===== config.mk =====
export PLATFORM = sky130hd
export DESIGN_NAME = cooperative_task_scheduler_unit
export DESIGN_NICKNAME = d
export VERILOG_FILES = /design/src/hw/rtl/sct_pkg.sv /design/src/hw/rtl/cooperative_task_scheduler_unit.sv /design/src/hw/rtl/sct_slot_ram.sv /design/src/hw/rtl/sct_slot_alu.sv
export SDC_FILE = /design/constraint.sdc
export NUM_CORES = 1
export LEC_CHECK = 0
export BUFFER_PORTS_ARGS = -buffer_cell sky130_fd_sc_hd__buf_2
export CAP_MARGIN = 20
export CORE_ASPECT_RATIO = 0.7
export CORE_MARGIN = 4
export CORE_UTILIZATION = 30
export CTS_BUF_LIST = sky130_fd_sc_hd__clkbuf_2
export CTS_CLUSTER_DIAMETER = 30
export DETAILED_ROUTE_END_ITERATION = 7
export MAX_ROUTING_LAYER = met4
export SYNTH_ARGS = -nofsm -noshare
export SYNTH_HDL_FRONTEND = slang
export SYNTH_HIERARCHICAL = 1
export SYNTH_SLANG_ARGS = --single-unit

===== constraint.sdc =====
create_clock -name clk -period 12.78 [get_ports clk]
set_input_delay 1.278 -clock clk [delete_from_list [all_inputs] [get_ports clk]]
set_output_delay 1.278 -clock clk [all_outputs]
set_load 0.005 [all_outputs]

===== src/hw/rtl/sct_pkg.sv =====
// Shared types and constants for the cooperative task scheduler.
// Holds the command codes, the slot record layout and the sequencer states.
// No dependencies.
package sct_pkg;

    // Command codes carried on the input tuser field.
    typedef enum logic [1:0] {
        CMD_ADD      = 2'd0,
        CMD_DELETE   = 2'd1,
        CMD_TICK     = 2'd2,
        CMD_DISPATCH = 2'd3
    } cmd_t;

    // Fixed field widths of the stream payloads.
    localparam int SLOT_W    = 3;
    localparam int TASK_W    = 8;
    localparam int TIME_W    = 16;
    localparam int PEND_W    = 8;

    // At most this many run results come out of one dispatch.
    localparam int MAX_OUT   = 8;
    localparam int OUT_CNT_W = $clog2(MAX_OUT + 1);

    // Status codes of a result beat.
    localparam logic STATUS_OK   = 1'b0;
    localparam logic STATUS_FULL = 1'b1;

    // Value the sticky error takes once an add finds no free slot.
    localparam logic ERR_TOO_MANY_TASKS = 1'b1;

    // Saturation limit of the pending-run count.
    localparam logic [PEND_W-1:0] PEND_MAX = '1;

    // One slot record as kept in the slot memory.
    typedef struct packed {
        logic [TASK_W-1:0] task_id;
        logic [TIME_W-1:0] delay;
        logic [TIME_W-1:0] period;
        logic [PEND_W-1:0] pending;
    } entry_t;

    // Decisions the update unit reports back to the sequencer.
    typedef struct packed {
        logic pend_nz;
        logic one_shot;
    } alu_flags_t;

    // Sequencer states, one-hot.
    typedef enum logic [2:0] {
        S_IDLE  = 3'b001,
        S_WALK  = 3'b010,
        S_FLUSH = 3'b100
    } state_t;

endpackage


===== src/hw/rtl/cooperative_task_scheduler_unit.sv =====
// Top level of the cooperative task scheduler: command sequencer, slot valid
// bits, dispatch hold stage and output register. Depends on sct_pkg,
// sct_slot_ram and sct_slot_alu.
//
//  Channel   Dir  Signals                       Content
//  s_axis    in   tvalid tready tdata tuser     one command beat
//  m_axis    out  tvalid tready tdata tuser tlast  one result beat
//
// A command is taken only while the sequencer is idle. Delete acts on its
// target slot alone; add, tick and dispatch walk over the slot memory, one
// slot per cycle through its single read port and the shared update unit,
// unless a stalled result beat holds the walk.
// Reset clears the valid bits, the sticky error and all control state.
// A stalled result beat holds the walk at the slot that produces the next beat.
module cooperative_task_scheduler_unit
    import sct_pkg::*;
#(
    parameter int NUM_SLOTS = 8
)
(
    input  logic        clk,
    input  logic        rst_n,
    input  logic        s_axis_tvalid,
    output logic        s_axis_tready,
    // [7:0] task_id, [23:8] start_delay, [39:24] repeat_period,
    // [42:40] target_slot, [47:43] zero
    input  logic [47:0] s_axis_tdata,
    // [1:0] command
    input  logic [1:0]  s_axis_tuser,
    output logic        m_axis_tvalid,
    input  logic        m_axis_tready,
    // [2:0] slot, [10:3] run_task_id, [15:11] zero
    output logic [15:0] m_axis_tdata,
    // [0] status, [1] run, [2] error_sticky
    output logic [2:0]  m_axis_tuser,
    output logic        m_axis_tlast
);

    localparam int IDX_W = (NUM_SLOTS > 1) ? $clog2(NUM_SLOTS) : 1;
    localparam logic [IDX_W-1:0] LAST_IDX = IDX_W'(NUM_SLOTS - 1);

    state_t                 state_reg, state_next;
    logic [IDX_W-1:0]       idx_reg, idx_next;
    logic [NUM_SLOTS-1:0]   valid_reg, valid_next;
    logic                   full_reg, full_next;
    logic [OUT_CNT_W-1:0]   n_reg, n_next;

    // Latched command beat.
    cmd_t                   cmd_reg, cmd_next;
    logic [TASK_W-1:0]      tid_reg, tid_next;
    logic [TIME_W-1:0]      dly_reg, dly_next;
    logic [TIME_W-1:0]      per_reg, per_next;
    logic [SLOT_W-1:0]      tgt_reg, tgt_next;

    // Dispatch result held until it is known whether it is the last one.
    logic                   held_valid_reg, held_valid_next;
    logic [SLOT_W-1:0]      held_slot_reg, held_slot_next;
    logic [TASK_W-1:0]      held_tid_reg, held_tid_next;

    // Output register.
    logic                   out_valid_reg, out_valid_next;
    logic                   out_status_reg, out_status_next;
    logic [SLOT_W-1:0]      out_slot_reg, out_slot_next;
    logic [TASK_W-1:0]      out_tid_reg, out_tid_next;
    logic                   out_run_reg, out_run_next;
    logic                   out_err_reg, out_err_next;
    logic                   out_last_reg, out_last_next;

    // Memory and update unit connections.
    logic                   wr_en;
    entry_t                 wr_data;
    entry_t                 rd_data;
    entry_t                 cur;
    entry_t                 upd;
    alu_flags_t             flags;

    logic                   can_emit;
    logic                   last_slot;

    sct_slot_ram #(
        .DEPTH  (NUM_SLOTS),
        .ADDR_W (IDX_W)
    ) u_ram (
        .clk     (clk),
        .wr_en   (wr_en),
        .wr_addr (idx_reg),
        .wr_data (wr_data),
        .rd_addr (idx_next),
        .rd_data (rd_data)
    );

    // A slot that is not valid reads as all zero.
    assign cur = valid_reg[idx_reg] ? rd_data : '0;

    sct_slot_alu u_alu (
        .cmd   (cmd_reg),
        .cur   (cur),
        .upd   (upd),
        .flags (flags)
    );

    assign can_emit  = !out_valid_reg || m_axis_tready;
    assign last_slot = (idx_reg == LAST_IDX);

    assign s_axis_tready = (state_reg == S_IDLE);
    assign m_axis_tvalid = out_valid_reg;
    assign m_axis_tdata  = {5'd0, out_tid_reg, out_slot_reg};
    assign m_axis_tuser  = {out_err_reg, out_run_reg, out_status_reg};
    assign m_axis_tlast  = out_last_reg;

    // Sequencer.
    always_comb
    begin
        state_next      = state_reg;
        idx_next        = idx_reg;
        valid_next      = valid_reg;
        full_next       = full_reg;
        n_next          = n_reg;
        cmd_next        = cmd_reg;
        tid_next        = tid_reg;
        dly_next        = dly_reg;
        per_next        = per_reg;
        tgt_next        = tgt_reg;
        held_valid_next = held_valid_reg;
        held_slot_next  = held_slot_reg;
        held_tid_next   = held_tid_reg;
        out_valid_next  = out_valid_reg && !m_axis_tready;
        out_status_next = out_status_reg;
        out_slot_next   = out_slot_reg;
        out_tid_next    = out_tid_reg;
        out_run_next    = out_run_reg;
        out_err_next    = out_err_reg;
        out_last_next   = out_last_reg;
        wr_en           = 1'b0;
        wr_data         = upd;

        case (state_reg)
            S_IDLE:
            begin
                if (s_axis_tvalid)
                begin
                    cmd_next        = cmd_t'(s_axis_tuser);
                    tid_next        = s_axis_tdata[7:0];
                    dly_next        = s_axis_tdata[23:8];
                    per_next        = s_axis_tdata[39:24];
                    tgt_next        = s_axis_tdata[42:40];
                    idx_next        = '0;
                    n_next          = '0;
                    held_valid_next = 1'b0;
                    state_next      = S_WALK;
                end
            end

            S_WALK:
            begin
                case (cmd_reg)
                    CMD_ADD:
                    begin
                        if (!valid_reg[idx_reg])
                        begin
                            // First free slot takes the new task.
                            if (can_emit)
                            begin
                                wr_en               = 1'b1;
                                wr_data.task_id     = tid_reg;
                                wr_data.delay       = dly_reg;
                                wr_data.period      = per_reg;
                                wr_data.pending     = '0;
                                valid_next[idx_reg] = 1'b1;
                                out_valid_next      = 1'b1;
                                out_status_next     = STATUS_OK;
                                out_slot_next       = SLOT_W'(idx_reg);
                                out_tid_next        = '0;
                                out_run_next        = 1'b0;
                                out_err_next        = full_reg;
                                out_last_next       = 1'b1;
                                state_next          = S_IDLE;
                            end
                        end
                        else if (last_slot)
                        begin
                            // Table full: set the sticky error.
                            if (can_emit)
                            begin
                                full_next       = ERR_TOO_MANY_TASKS;
                                out_valid_next  = 1'b1;
                                out_status_next = STATUS_FULL;
                                out_slot_next   = '0;
                                out_tid_next    = '0;
                                out_run_next    = 1'b0;
                                out_err_next    = ERR_TOO_MANY_TASKS;
                                out_last_next   = 1'b1;
                                state_next      = S_IDLE;
                            end
                        end
                        else
                        begin
                            idx_next = idx_reg + IDX_W'(1);
                        end
                    end

                    CMD_DELETE:
                    begin
                        // Out-of-range targets match no slot and change nothing.
                        if (can_emit)
                        begin
                            for (int s = 0; s < NUM_SLOTS; s++)
                            begin
                                if ({29'd0, tgt_reg} == 32'(s))
                                begin
                                    valid_next[s] = 1'b0;
                                end
                            end
                            out_valid_next  = 1'b1;
                            out_status_next = STATUS_OK;
                            out_slot_next   = tgt_reg;
                            out_tid_next    = '0;
                            out_run_next    = 1'b0;
                            out_err_next    = full_reg;
                            out_last_next   = 1'b1;
                            state_next      = S_IDLE;
                        end
                    end

                    CMD_TICK:
                    begin
                        // The last slot waits for room for the result beat.
                        if (!last_slot || can_emit)
                        begin
                            wr_en = valid_reg[idx_reg];
                            if (last_slot)
                            begin
                                out_valid_next  = 1'b1;
                                out_status_next = STATUS_OK;
                                out_slot_next   = '0;
                                out_tid_next    = '0;
                                out_run_next    = 1'b0;
                                out_err_next    = full_reg;
                                out_last_next   = 1'b1;
                                state_next      = S_IDLE;
                            end
                            else
                            begin
                                idx_next = idx_reg + IDX_W'(1);
                            end
                        end
                    end

                    default:
                    begin
                        // Dispatch: each pending slot yields one run beat, up to MAX_OUT beats.
                        if (n_reg == OUT_CNT_W'(MAX_OUT))
                        begin
                            state_next = S_FLUSH;
                        end
                        else if (flags.pend_nz)
                        begin
                            if (!held_valid_reg || can_emit)
                            begin
                                if (held_valid_reg)
                                begin
                                    out_valid_next  = 1'b1;
                                    out_status_next = STATUS_OK;
                                    out_slot_next   = held_slot_reg;
                                    out_tid_next    = held_tid_reg;
                                    out_run_next    = 1'b1;
                                    out_err_next    = full_reg;
                                    out_last_next   = 1'b0;
                                end
                                held_valid_next = 1'b1;
                                held_slot_next  = SLOT_W'(idx_reg);
                                held_tid_next   = cur.task_id;
                                n_next          = n_reg + OUT_CNT_W'(1);
                                if (flags.one_shot)
                                begin
                                    valid_next[idx_reg] = 1'b0;
                                end
                                else
                                begin
                                    wr_en = 1'b1;
                                end
                                if (last_slot)
                                begin
                                    state_next = S_FLUSH;
                                end
                                else
                                begin
                                    idx_next = idx_reg + IDX_W'(1);
                                end
                            end
                        end
                        else if (last_slot)
                        begin
                            state_next = S_FLUSH;
                        end
                        else
                        begin
                            idx_next = idx_reg + IDX_W'(1);
                        end
                    end
                endcase
            end

            S_FLUSH:
            begin
                // Close the dispatch with the held beat, or an empty one.
                if (can_emit)
                begin
                    out_valid_next  = 1'b1;
                    out_status_next = STATUS_OK;
                    out_err_next    = full_reg;
                    out_last_next   = 1'b1;
                    if (held_valid_reg)
                    begin
                        out_slot_next = held_slot_reg;
                        out_tid_next  = held_tid_reg;
                        out_run_next  = 1'b1;
                    end
                    else
                    begin
                        out_slot_next = '0;
                        out_tid_next  = '0;
                        out_run_next  = 1'b0;
                    end
                    held_valid_next = 1'b0;
                    state_next      = S_IDLE;
                end
            end

            default:
            begin
                state_next = S_IDLE;
            end
        endcase
    end

    // Control registers.
    always_ff @(posedge clk or negedge rst_n)
    begin
        if (!rst_n)
        begin
            state_reg      <= S_IDLE;
            idx_reg        <= '0;
            valid_reg      <= '0;
            full_reg       <= 1'b0;
            n_reg          <= '0;
            held_valid_reg <= 1'b0;
            out_valid_reg  <= 1'b0;
        end
        else
        begin
            state_reg      <= state_next;
            idx_reg        <= idx_next;
            valid_reg      <= valid_next;
            full_reg       <= full_next;
            n_reg          <= n_next;
            held_valid_reg <= held_valid_next;
            out_valid_reg  <= out_valid_next;
        end
    end

    // Payload registers.
    always_ff @(posedge clk)
    begin
        cmd_reg        <= cmd_next;
        tid_reg        <= tid_next;
        dly_reg        <= dly_next;
        per_reg        <= per_next;
        tgt_reg        <= tgt_next;
        held_slot_reg  <= held_slot_next;
        held_tid_reg   <= held_tid_next;
        out_status_reg <= out_status_next;
        out_slot_reg   <= out_slot_next;
        out_tid_reg    <= out_tid_next;
        out_run_reg    <= out_run_next;
        out_err_reg    <= out_err_next;
        out_last_reg   <= out_last_next;
    end

endmodule


===== src/hw/rtl/sct_slot_ram.sv =====
// Slot record memory: one write port and one read port with registered data.
// Depends on sct_pkg for the record type.
module sct_slot_ram
    import sct_pkg::*;
#(
    parameter int DEPTH  = 8,
    parameter int ADDR_W = 3
)
(
    input  logic              clk,
    input  logic              wr_en,
    input  logic [ADDR_W-1:0] wr_addr,
    input  entry_t            wr_data,
    input  logic [ADDR_W-1:0] rd_addr,
    output entry_t            rd_data
);

    entry_t mem [DEPTH];

    // Write port.
    always_ff @(posedge clk)
    begin
        if (wr_en)
        begin
            mem[wr_addr] <= wr_data;
        end
    end

    // Registered read port.
    always_ff @(posedge clk)
    begin
        rd_data <= mem[rd_addr];
    end

endmodule


===== src/hw/rtl/sct_slot_alu.sv =====
// Shared slot update unit: computes the new record of one slot for a tick
// or a dispatch, and the decisions the sequencer needs. Depends on sct_pkg.
module sct_slot_alu
    import sct_pkg::*;
(
    input  cmd_t       cmd,
    input  entry_t     cur,
    output entry_t     upd,
    output alu_flags_t flags
);

    logic delay_zero;

    assign delay_zero     = (cur.delay == '0);
    assign flags.pend_nz  = (cur.pending != '0);
    assign flags.one_shot = (cur.period == '0);

    always_comb
    begin
        upd = cur;
        case (cmd)
            CMD_TICK:
            begin
                // A due slot gains a run and reloads from a nonzero period.
                if (delay_zero)
                begin
                    if (cur.pending != PEND_MAX)
                    begin
                        upd.pending = cur.pending + PEND_W'(1);
                    end
                    if (!flags.one_shot)
                    begin
                        upd.delay = cur.period;
                    end
                end
                else
                begin
                    upd.delay = cur.delay - TIME_W'(1);
                end
            end
            CMD_DISPATCH:
            begin
                upd.pending = cur.pending - PEND_W'(1);
            end
            default:
            begin
                upd = cur;
            end
        endcase
    end

endmodule

; ---- Word level (Yosys, flattened, before mapping)
; Memory sizes are Yosys's and may differ from the RTL's. A register that Yosys moved wholly into a read port is not among the register bits.
; Index checks and enable logic that the tools add are counted.
[word_totals]
regBits = 92
latchBits = 0
ramBits = 384
rom_bits = 0
in_bits = 54
output_inout_bits = 22
memories = 1
[memory_table]
columns = name, words, width, rd, rd_clocked_by_memory_dff, write_ports, line_no
row1 = u_ram.mem, 8, 48, 1, 1, 1, sct_slot_ram.sv:18  ; entry_t mem [DEPTH];
[op_classes]
addsub = 5
multipliers = 0
div_mod_pow = 0
magnitude_cmp = 2
n_eq_ne = 46
n_shift = 0
n_mux = 155
bitwise_logic = 6
reduce_logical = 39
[ops]
columns = operator, count
row1 = $mux W48, 5
row2 = $mux W8, 20
row3 = $mux W3, 30
row4 = $reduce_and A10 Y1, 8
row5 = $mux W1, 67
row6 = $mux W16, 3
row7 = $pmux W8 S3, 2
row8 = $pmux W3 S3, 4
row9 = $ne A2 B2 Y1 const B, 17
row10 = $logic_not A16 Y1, 2
row11 = $pmux W8 S2, 2
row12 = $pmux W1 S3, 7
row13 = $mux W4, 5
row14 = $ne A5 B4 Y1 const B, 4
row15 = $eq A3 B3 Y1 const B, 6
row16 = $reduce_and A9 Y1, 2
row17 = $ne A4 B4 Y1 const B, 4
row18 = $sub A16 B1 Y16 const B, 1
row19 = $reduce_and A5 Y1, 3
row20 = $pmux W3 S2, 2
row21 = $reduce_and A12 Y1, 1
row22 = $reduce_bool A3 Y1, 4
row23 = $pmux W1 S2, 5
row24 = $eq A3 B2 Y1 const B, 3
row25 = 33 further kinds, 46

; ---- Logic depth before layout (Yosys ltp)
; Gate-level depths: netlist of run 1.
[logic_depth]
word_depth = 12
depth_mapped = 18
mapped_depth_nobuf = 13

; ---- Cells and area by module
; Netlist of run 1, hierarchy kept.
[by_module_without_submodules]
columns = mod, n_inst, cells_each, area_each_um2, seq_area_each_um2
row1 = sct_slot_ram, 1, 616, 15620.0, 12492.0
row2 = cooperative_task_scheduler_unit, 1, 442, 5064.9, 2658.8
row3 = sct_slot_alu, 1, 190, 1213.7, 0.0

; ---- Worst setup path after synthesis of run 1
; No wires, ideal clock.
[synth_path]
path_kind = register to register
startpoint = reg idx_reg[1]
endpoint = mem u_ram/mem[0][0] (netlist name), enable pin
arrival_ns = 6.588
setup_slack_ns = 5.679
stages_incl_launch_ff = 15
n_path_buf = 2
path_cell_list = dfrtp_1 buf_2 and2b_1 a22oi_2 clkbuf_1 and3_1 inv_1 ha_1 or4b_1 nand4_1 nor2_1 inv_1 o32ai_1 nand2b_1 nor3_1
[synth_lines]
columns = item, line_no
row1 = from (decl), cooperative_task_scheduler_unit.sv:43  ; logic [IDX_W-1:0] idx_reg, idx_next;
row2 = from (signal assigned), cooperative_task_scheduler_unit.sv:353  ; idx_reg <= idx_next;
row3 = to (decl), sct_slot_ram.sv:18

==> results of run 1 <==
-- cells in the final DEF, fill, tap and decap left out, drive strengths merged, types with 24 or more instances in the layout --
cell	count
clkinv	31
buf	87
o21ai	38
and3	52
edfxtp	455
clkbuf	176
nand2	36
inv	24
nor2	39
mux2	89
mux4	96
dfxtp	48
-- cells in the mapped netlist, types with 22 or more instances --
master	instances	share of area
edfxtp_1	455	0.62
mux4_2	93	0.096
and3_1	52	0.015
dfxtp_1	48	0.044
mux2_1	40	0.021
mux2_4	40	0.027
nor2_1	37	0.0063
nand2_1	35	0.0060
buf_4	33	0.011
clkbuf_1	32	0.0055
o21ai_0	32	0.0073
inv_1	22	0.0038
-- power by group --
part           internal [mW]  switching [mW]  total [mW]
Clock                  0.369           0.647        1.02
Sequential              2.33          0.0790        2.41
Combinational          0.612           0.946        1.56
-- final cells by class --
| cell class | count | area, µm² |
|---|---|---|
| well taps | 966 | 1210 |
| clock inverters | 33 | 150 |
| multi-input cells | 608 | 6100 |
| inverters | 23 | 86.3 |
| fillers | 6887 | 47900 |
| flip-flops and latches | 524 | 15200 |
| repair buffers | 87 | 490 |
| clock buffers | 176 | 881 |
-- kinds of logic (layout without fill, tap and decap cells) --
kind of cell	count (synthesis)	in the layout
XOR/XNOR	7	7
flip-flops	524	524
multiplexers	190	190
adder cells (fa/ha/maj)	12	12
AO/OA/AOI/OAI	139	139
buffers and inverters	120	319
AND/OR/NAND/NOR	255	255
other	1	5
-- path summary, 6_finish.rpt --
check                                               start                         to  slack, ns
worst max register to register       idx_reg[0]$_DFF_PN0_  u_ram/rd_data[21]$_DFF_P_       6.00
worst min register to register  held_tid_reg[6]$_DFFE_PP_   out_tid_reg[6]$_DFFE_PP_       0.48
min in group clk                         s_axis_tdata[20]      dly_reg[12]$_DFFE_PP_       0.33
worst max-delay path                 idx_reg[0]$_DFF_PN0_  u_ram/rd_data[21]$_DFF_P_       6.00
worst min-delay path                                rst_n   state_reg[1]$_DFFE_PN0P_       0.17
max in group asynchronous                           rst_n       idx_reg[2]$_DFF_PN0_      12.19
-- worst max-delay path: stages (launching register included) --
cell and delay (ns):
dfrtp_1 0.88, mux2i_1 0.31, a22oi_2 0.11, buf_4 0.35, and3_1 0.40, or4_1 0.60
or4b_1 0.71, and4b_1 0.32, o21ai_0 0.21, nand3_1 0.11, a221oi_1 0.25, nand3b_1 0.18
buf_4 0.38, buf_4 0.78, mux4_1 0.66, mux2_4 0.28
-- per-layer routing --
metal  track usage  wire length (µm)  part of all wire
met4        0.0301               679             0.014
met1         0.185             23000              0.47
met2         0.186             21700              0.44
met5             -                 0                 0
met3        0.0321              3440             0.070
==> qor.yml, run 1 <==
status: "finished, final reports clean"
yosys.area_share.simple: 0.0673
grt_pass1_vias: 12000
slew_viol_final: 0
drive_gt1_frac: 0.305
drt_iter0_markers: 1105
synth-edff-count: 455
fmax_mhz: 147
setup_tns_ns: 0
leakagePower_nw: 8.20
power.density_mw_per_mm2: 207
synth_cell_types: 77
drc: 0
clkLatencyLatePin_ns: 1.12
antenna_found_initial: 1
cp-end-kind: "flop"
die_area_mm2: 0.0775
async_flop_share: 0.0401
ir_worst_vdd_mv: 0.135
clockBufferDepth: 3
die_w_um: 331
dpl-instance-area_mm2: 0.0230
fin_cells: 2417
slew_headroom: 0.297
die_y_um: 234
dp_slack_ns: 6.07
fin_util: 0.335
start_util: 0.304
finalInstanceArea_mm2: 0.0241
cts_root_buffer: "clkbuf_2"
syn_to_final_growth_pct: 9.92
grt_pass1_wl_um: 73600
place_hpwl_um: 27400
fin_crit_ns: 6.78
cp.required_ns: 13.70
muxShareOfSynthArea: 0.154
arrival_ns: 7.70
layout_setup_ws_ns: 6.00
postCtsHoldBufs: 0
hold_class: "primary input to async pin"
yosys.area_share.adder: 0.00686
reg_top3: "u_ram/mem: 384 flops, u_ram/rd_data: 48 flops"
hold_viol: 0
cts_setup_buffers: 0
placed_cells: 2207
skew_ns: 0.112
num_rows: 82
wirelength_um: 48800
final_nets: 1423
power_mw: 4.98
htree_levels: 3
dr_total_vias: 11800
ff2ff_path_depth: 15
antenna_cells: 0
numClockSinks: 524
worstSetupPathType: "flop to flop"
vias_per_cell: 4.89
synthFlopType: "edfxtp_1"
cts_buffers: 113
core_mm2: 0.0719
synth_xor_area_frac: 0.00280
largest-register: "u_ram/mem"
cp_max_fo: 51
ys_ff_latch: 524
start_kind: "flop"
drt_pass1_iterations: 6
synthesis.area_mm2: 0.0219
ant_nets: 0
io_buffers: 65
finalWeightedCongestion: 0.851
tightest_slew_ns: 1.05
synth_top_family_by_area: "multiplexers"
timing.max_cap.violations: 0
whs_ns: 0.165
finalCritPeriodShare: 0.531
netlist_instances: 1248
ys_seq_area_frac: 0.692
largest_reg_flops: 384
cts.clk_slew.worst_paths_ns: 0.11
rsz0062_at_grt: "no"
cts_tree: "done"
track_usage: 0.129
io_pins: 76
setup_viol: 0
synth-compound-area-share: 0.0437
wire_per_inst_um: 20.2
grt_max_degree: 52
grt-ovfl-total: 0
postSynthAreaPerCell_um2: 17.5
cts_resized: 0
synth_warnings: 6
(Power assumes the default switching activity.)
==> run 2: changes to the inputs <==
==> constraint.sdc (replaced) <==
create_clock -name clk -period 6.84 [get_ports clk]
set_input_delay 0.684 -clock clk [delete_from_list [all_inputs] [get_ports clk]]
set_output_delay 0.684 -clock clk [all_outputs]
set_load 0.005 [all_outputs]
==> qor.yml, run 2 (same netlist as run 1, synthesis figures left out) <==
vias_per_cell: 4.86
dp_slack_ns: 1.09
fmax_mhz: 172
slew_headroom: 0.241
largest-register: "u_ram/mem"
crit_start: "idx_reg[0]$_DFF_PN0_"
setup_viol: 0
finalWeightedCongestion: 0.880
timing.rr.start: "idx_reg[0]$_DFF_PN0_"
tightest_slew_ns: 1.14
numClockSinks: 524
die_w_um: 331
dr_total_vias: 12000
fin_crit_ns: 5.80
drt_pass1_iterations: 5
clkLatencyLatePin_ns: 1.11
cp-end-kind: "flop"
core_mm2: 0.0719
cts.clk_slew.worst_paths_ns: 0.12
layout_setup_ws_ns: 1.04
finalInstanceArea_mm2: 0.0248
drive_gt1_frac: 0.298
cts_tree: "done"
syn_to_final_growth_pct: 13.4
ir_worst_vdd_mv: 0.198
grt_max_degree: 59
cts_setup_buffers: 0
cp_num_buf_inv: 2
die_area_mm2: 0.0775
status: "finished, final reports clean"
arrival_ns: 6.76
drt_iter0_markers: 964
io_pins: 76
final_nets: 1476
crit_family: "simple AND/OR/NAND/NOR gates"
setup_tns_ns: 0
dpl-instance-area_mm2: 0.0232
largest_reg_flops: 384
leakagePower_nw: 8.50
mostFrequentLayoutCell: "edfxtp_1"
wire_per_inst_um: 19.6
cp.required_ns: 7.79
reg_top3: "u_ram/mem: 384 flops, u_ram/rd_data: 48 flops"
place_hpwl_um: 26700
start_util: 0.304
htree_levels: 3
timing.max_cap.violations: 0
start_kind: "flop"
crit_path_top_delay_cell: "or4b_1"
num_rows: 82
hold_viol: 0
drc: 0
clockBufferDepth: 3
cp_max_fo: 58
wirelength_um: 48400
grt-ovfl-total: 0
cts_buffers: 115
rsz0062_at_grt: "no"
final_cell_mix: "edfxtp_1 (455), clkbuf_2 (174), mux4_2 (93), buf_2 (65), and3_1 (52)"
antenna_cells: 0
antenna_found_initial: 0
track_usage: 0.128
io_buffers: 65
worstSetupPathType: "flop to flop"
finalCritPeriodShare: 0.848
hold_class: "primary input to async pin"
grt_pass1_vias: 12000
slew_viol_final: 0
power.density_mw_per_mm2: 383
crit_chain: "buf_4, mux2i_1, a22oi_2, and3_1, or4_1, or4b_1, and4b_1, o21ai_0, nand3_1, a221oi_1, nand3b_1, buf_12, mux4_1, mux2_4"
power_mw: 9.52
num-fill-cells: 6815
slowest_delay_ns: 0.72
whs_ns: 0.118
grt_pass1_wl_um: 73400
ant_nets: 0
skew_ns: 0.0648
cts_root_buffer: "clkbuf_2"
die_y_um: 234
## run 2: area by class of cell
cell class	instances	area [µm²]	area share
Sequential cell	524	15200	0.610
Multi-Input combinational cell	608	6100	0.246
Tap cell	966	1210	0.0487
Timing Repair Buffer	138	1120	0.0449
Clock buffer	174	871	0.0351
Clock inverter	38	294	0.0118
Inverter	23	86.3	0.00348
## run 2: repair_timing
item                                   in CTS  in global routing
endpoints found under the hold margin      67                  0
gates resized for setup                     0                  0
hold buffers                               47                  0
## run 2: final timing paths
| check | to | slack, ns | depth (start not counted) |
|---|---|---|---|
| hold / removal | held_valid_reg$_DFFE_PN0P_ | 0.12 | 2 |
| hold reg to reg | valid_reg[4]$_DFFE_PN0P_ | 0.51 | 2 |
| setup reg to reg | u_ram/rd_data[21]$_DFF_P_ | 1.04 | 14 |
| max in group asynchronous | state_reg[0]$_DFFE_PN1P_ | 6.35 | 2 |
| setup / recovery | u_ram/rd_data[21]$_DFF_P_ | 1.04 | 14 |
| min in group clk | m_axis_tvalid$_DFF_PN0_ | 0.15 | 4 |
## run 2: power by group
group / switching (mW) / internal (mW)
sequential: 0.137 / 4.35
clock: 1.21 / 0.872
combinational: 1.76 / 1.19
## run 2: metrics by stage
step | utilization | instances
after floorplan | - | 1252
after global placement | 0.323 | 2212
after detailed placement | 0.323 | 2212
after CTS | 0.345 | 2471
after global routing | 0.345 | 2471
final | 0.345 | 2471
## run 2: metal layers
layer / GRT usage / vias to the layer above / share of wire
met3: 0.0294 / 76 / 0.061
met1: 0.185 / 6155 / 0.49
met2: 0.182 / 418 / 0.44
met5: - / - / 0
li1: - / 5361 / -
met4: 0.0348 / 0 / 0.014
==> run 3: changes to the inputs <==
==> constraint.sdc (replaced) <==
create_clock -name clk -period 4.7 [get_ports clk]
set_input_delay 0.47 -clock clk [delete_from_list [all_inputs] [get_ports clk]]
set_output_delay 0.47 -clock clk [all_outputs]
set_load 0.005 [all_outputs]
==> qor.yml, run 3 (same netlist as run 1, synthesis figures left out) <==
status: "finished, final reports clean"
wire_per_inst_um: 19.5
largest-register: "u_ram/mem"
finalInstanceArea_mm2: 0.0263
largest_reg_flops: 384
fin_crit_ns: 4.65
hold_viol: 0
die_y_um: 234
wirelength_um: 50800
ant_nets: 0
power_mw: 14.7
clkLatencyLatePin_ns: 1.10
drive_gt1_frac: 0.343
track_usage: 0.134
grt_max_degree: 50
grt-ovfl-total: 0
timing.rr.start: "idx_reg[0]$_DFF_PN0_"
fmax_mhz: 215
grt_pass1_wl_um: 77200
reg_top3: "u_ram/mem: 384 flops, u_ram/rd_data: 48 flops"
start_kind: "flop"
timing.max_cap.violations: 0
antenna_found_initial: 3
finalWeightedCongestion: 0.870
cp_max_fo: 8
final_cell_mix: "edfxtp_1 (455), clkbuf_2 (193), mux4_2 (93), dlygate4sd3_1 (92), buf_4 (82)"
hp-start: "s_axis_tdata[41]"
grtUsageMet1: 0.190
dr_total_vias: 12500
grtUsageMet2: 0.191
skew_ns: 0.0921
dpl-instance-area_mm2: 0.0239
drc: 0
drt_pass1_iterations: 5
die_area_mm2: 0.0775
core_mm2: 0.0719
ir_worst_vdd_mv: 0.296
grt_busiest_layer: "met2"
htree_levels: 3
hold_class: "primary input to flop"
setup_viol: 0
slew_headroom: 0.412
place_hpwl_um: 30800
cp-end-kind: "flop"
clockBufferDepth: 3
worstSetupPathType: "flop to flop"
num_rows: 82
cts_root_buffer: "clkbuf_2"
cts.clk_slew.worst_paths_ns: 0.10
leakagePower_nw: 9.26
grt_pass1_vias: 12800
fin_util: 0.366
drt_iter0_markers: 962
crit_start: "idx_reg[0]$_DFF_PN0_"
die_w_um: 331
final_nets: 1608
cp.required_ns: 5.66
arrival_ns: 5.61
finalCritPeriodShare: 0.990
cts_tree: "done"
start_util: 0.304
grtUsageMet3: 0.0377
setup_tns_ns: 0
mostFrequentLayoutCell: "edfxtp_1"
syn_to_final_growth_pct: 20.2
fin_cells: 2611
placed_cells: 2270
vias_per_cell: 4.77
numClockSinks: 524
power.density_mw_per_mm2: 558
io_buffers: 65
cts_buffers: 117
slew_viol_final: 0
tightest_slew_ns: 0.882
io_pins: 76
## run 3: changes by cell type in the layout (fill, tap and decap cells not counted), sizes merged, moves of 2 or more
cell / before / now
buf: 91 / 174
dlygate4sd3: 47 / 92
clkbuf: 174 / 195
clkinv: 30 / 18
diode: 0 / 2
## run 3: final timing paths
path | end | slack [ns] | cells past startpoint
max reg2reg | u_ram/rd_data[35]$_DFF_P_ | 0.05 | 16
max | u_ram/rd_data[35]$_DFF_P_ | 0.05 | 16
min reg2reg | valid_reg[4]$_DFFE_PN0P_ | 0.50 | 2
max in group asynchronous | idx_reg[0]$_DFF_PN0_ | 3.18 | 5
min | tgt_reg[1]$_DFFE_PP_ | 0.16 | 2
min in group asynchronous | state_reg[0]$_DFFE_PN1P_ | 0.44 | 3
## run 3: final cells by class
class                   instances  area (µm²)
multi-input cells             608        6150
well taps                     966        1210
repair buffers                268        2460
clock inverters                27         279
inverters                      23        86.3
flip-flops and latches        524       15200
diodes                          2        5.00
fillers                      6740       45600
clock buffers                 193         966
## run 3: power breakdown
| group | internal (mW) | total (mW) | switching (mW) |
|---|---|---|---|
| combinational | 2.19 | 4.94 | 2.75 |
| clock | 1.41 | 3.20 | 1.79 |
| sequential | 6.33 | 6.55 | 0.218 |
| total | 9.94 | 14.7 | 4.75 |
## run 3: what timing repair did
action | CTS | global route
gates cloned | 0 | 2
endpoints found under the hold margin | 74 | 0
endpoints found under the setup margin | 2 | 31
resized for setup | 2 | 7
pin swaps | 1 | 3
setup buffers | 5 | 20
hold buffers | 92 | 0
## run 3: worst max-delay path, stage by stage (launching register included)
cell and delay (ns):
dfrtp_2 0.50, mux2i_1 0.24, a22oi_2 0.19, and3_1 0.25, or4_4 0.53, or4b_4 0.55, and4b_1 0.26, o21ai_2 0.13
nand3_1 0.10, a221oi_2 0.22, nand3b_1 0.18, buf_4 0.14, buf_12 0.16, buf_4 0.14, buf_4 0.16, mux4_2 0.52
mux2_4 0.28
## run 3: routing by layer
metal | wire (µm) | part of all wire | vias up
li1 | - | - | 5634
met4 | 733 | 0.014 | 0
met2 | 22100 | 0.44 | 442
met1 | 24100 | 0.47 | 6312
met5 | 0 | 0 | -
met3 | 3860 | 0.076 | 71
## run 3: through the flow
stage          worst slack (ns)  hold slack (ns)
5_1_grt                 -0.0230          0.00944
3_5_place_dp           -0.00525            0.476
4_1_cts                  0.0119          0.00221
2_1_floorplan           -0.0918            0.174
3_3_place_gp             0.0993            0.475
6_report                 0.0457            0.160
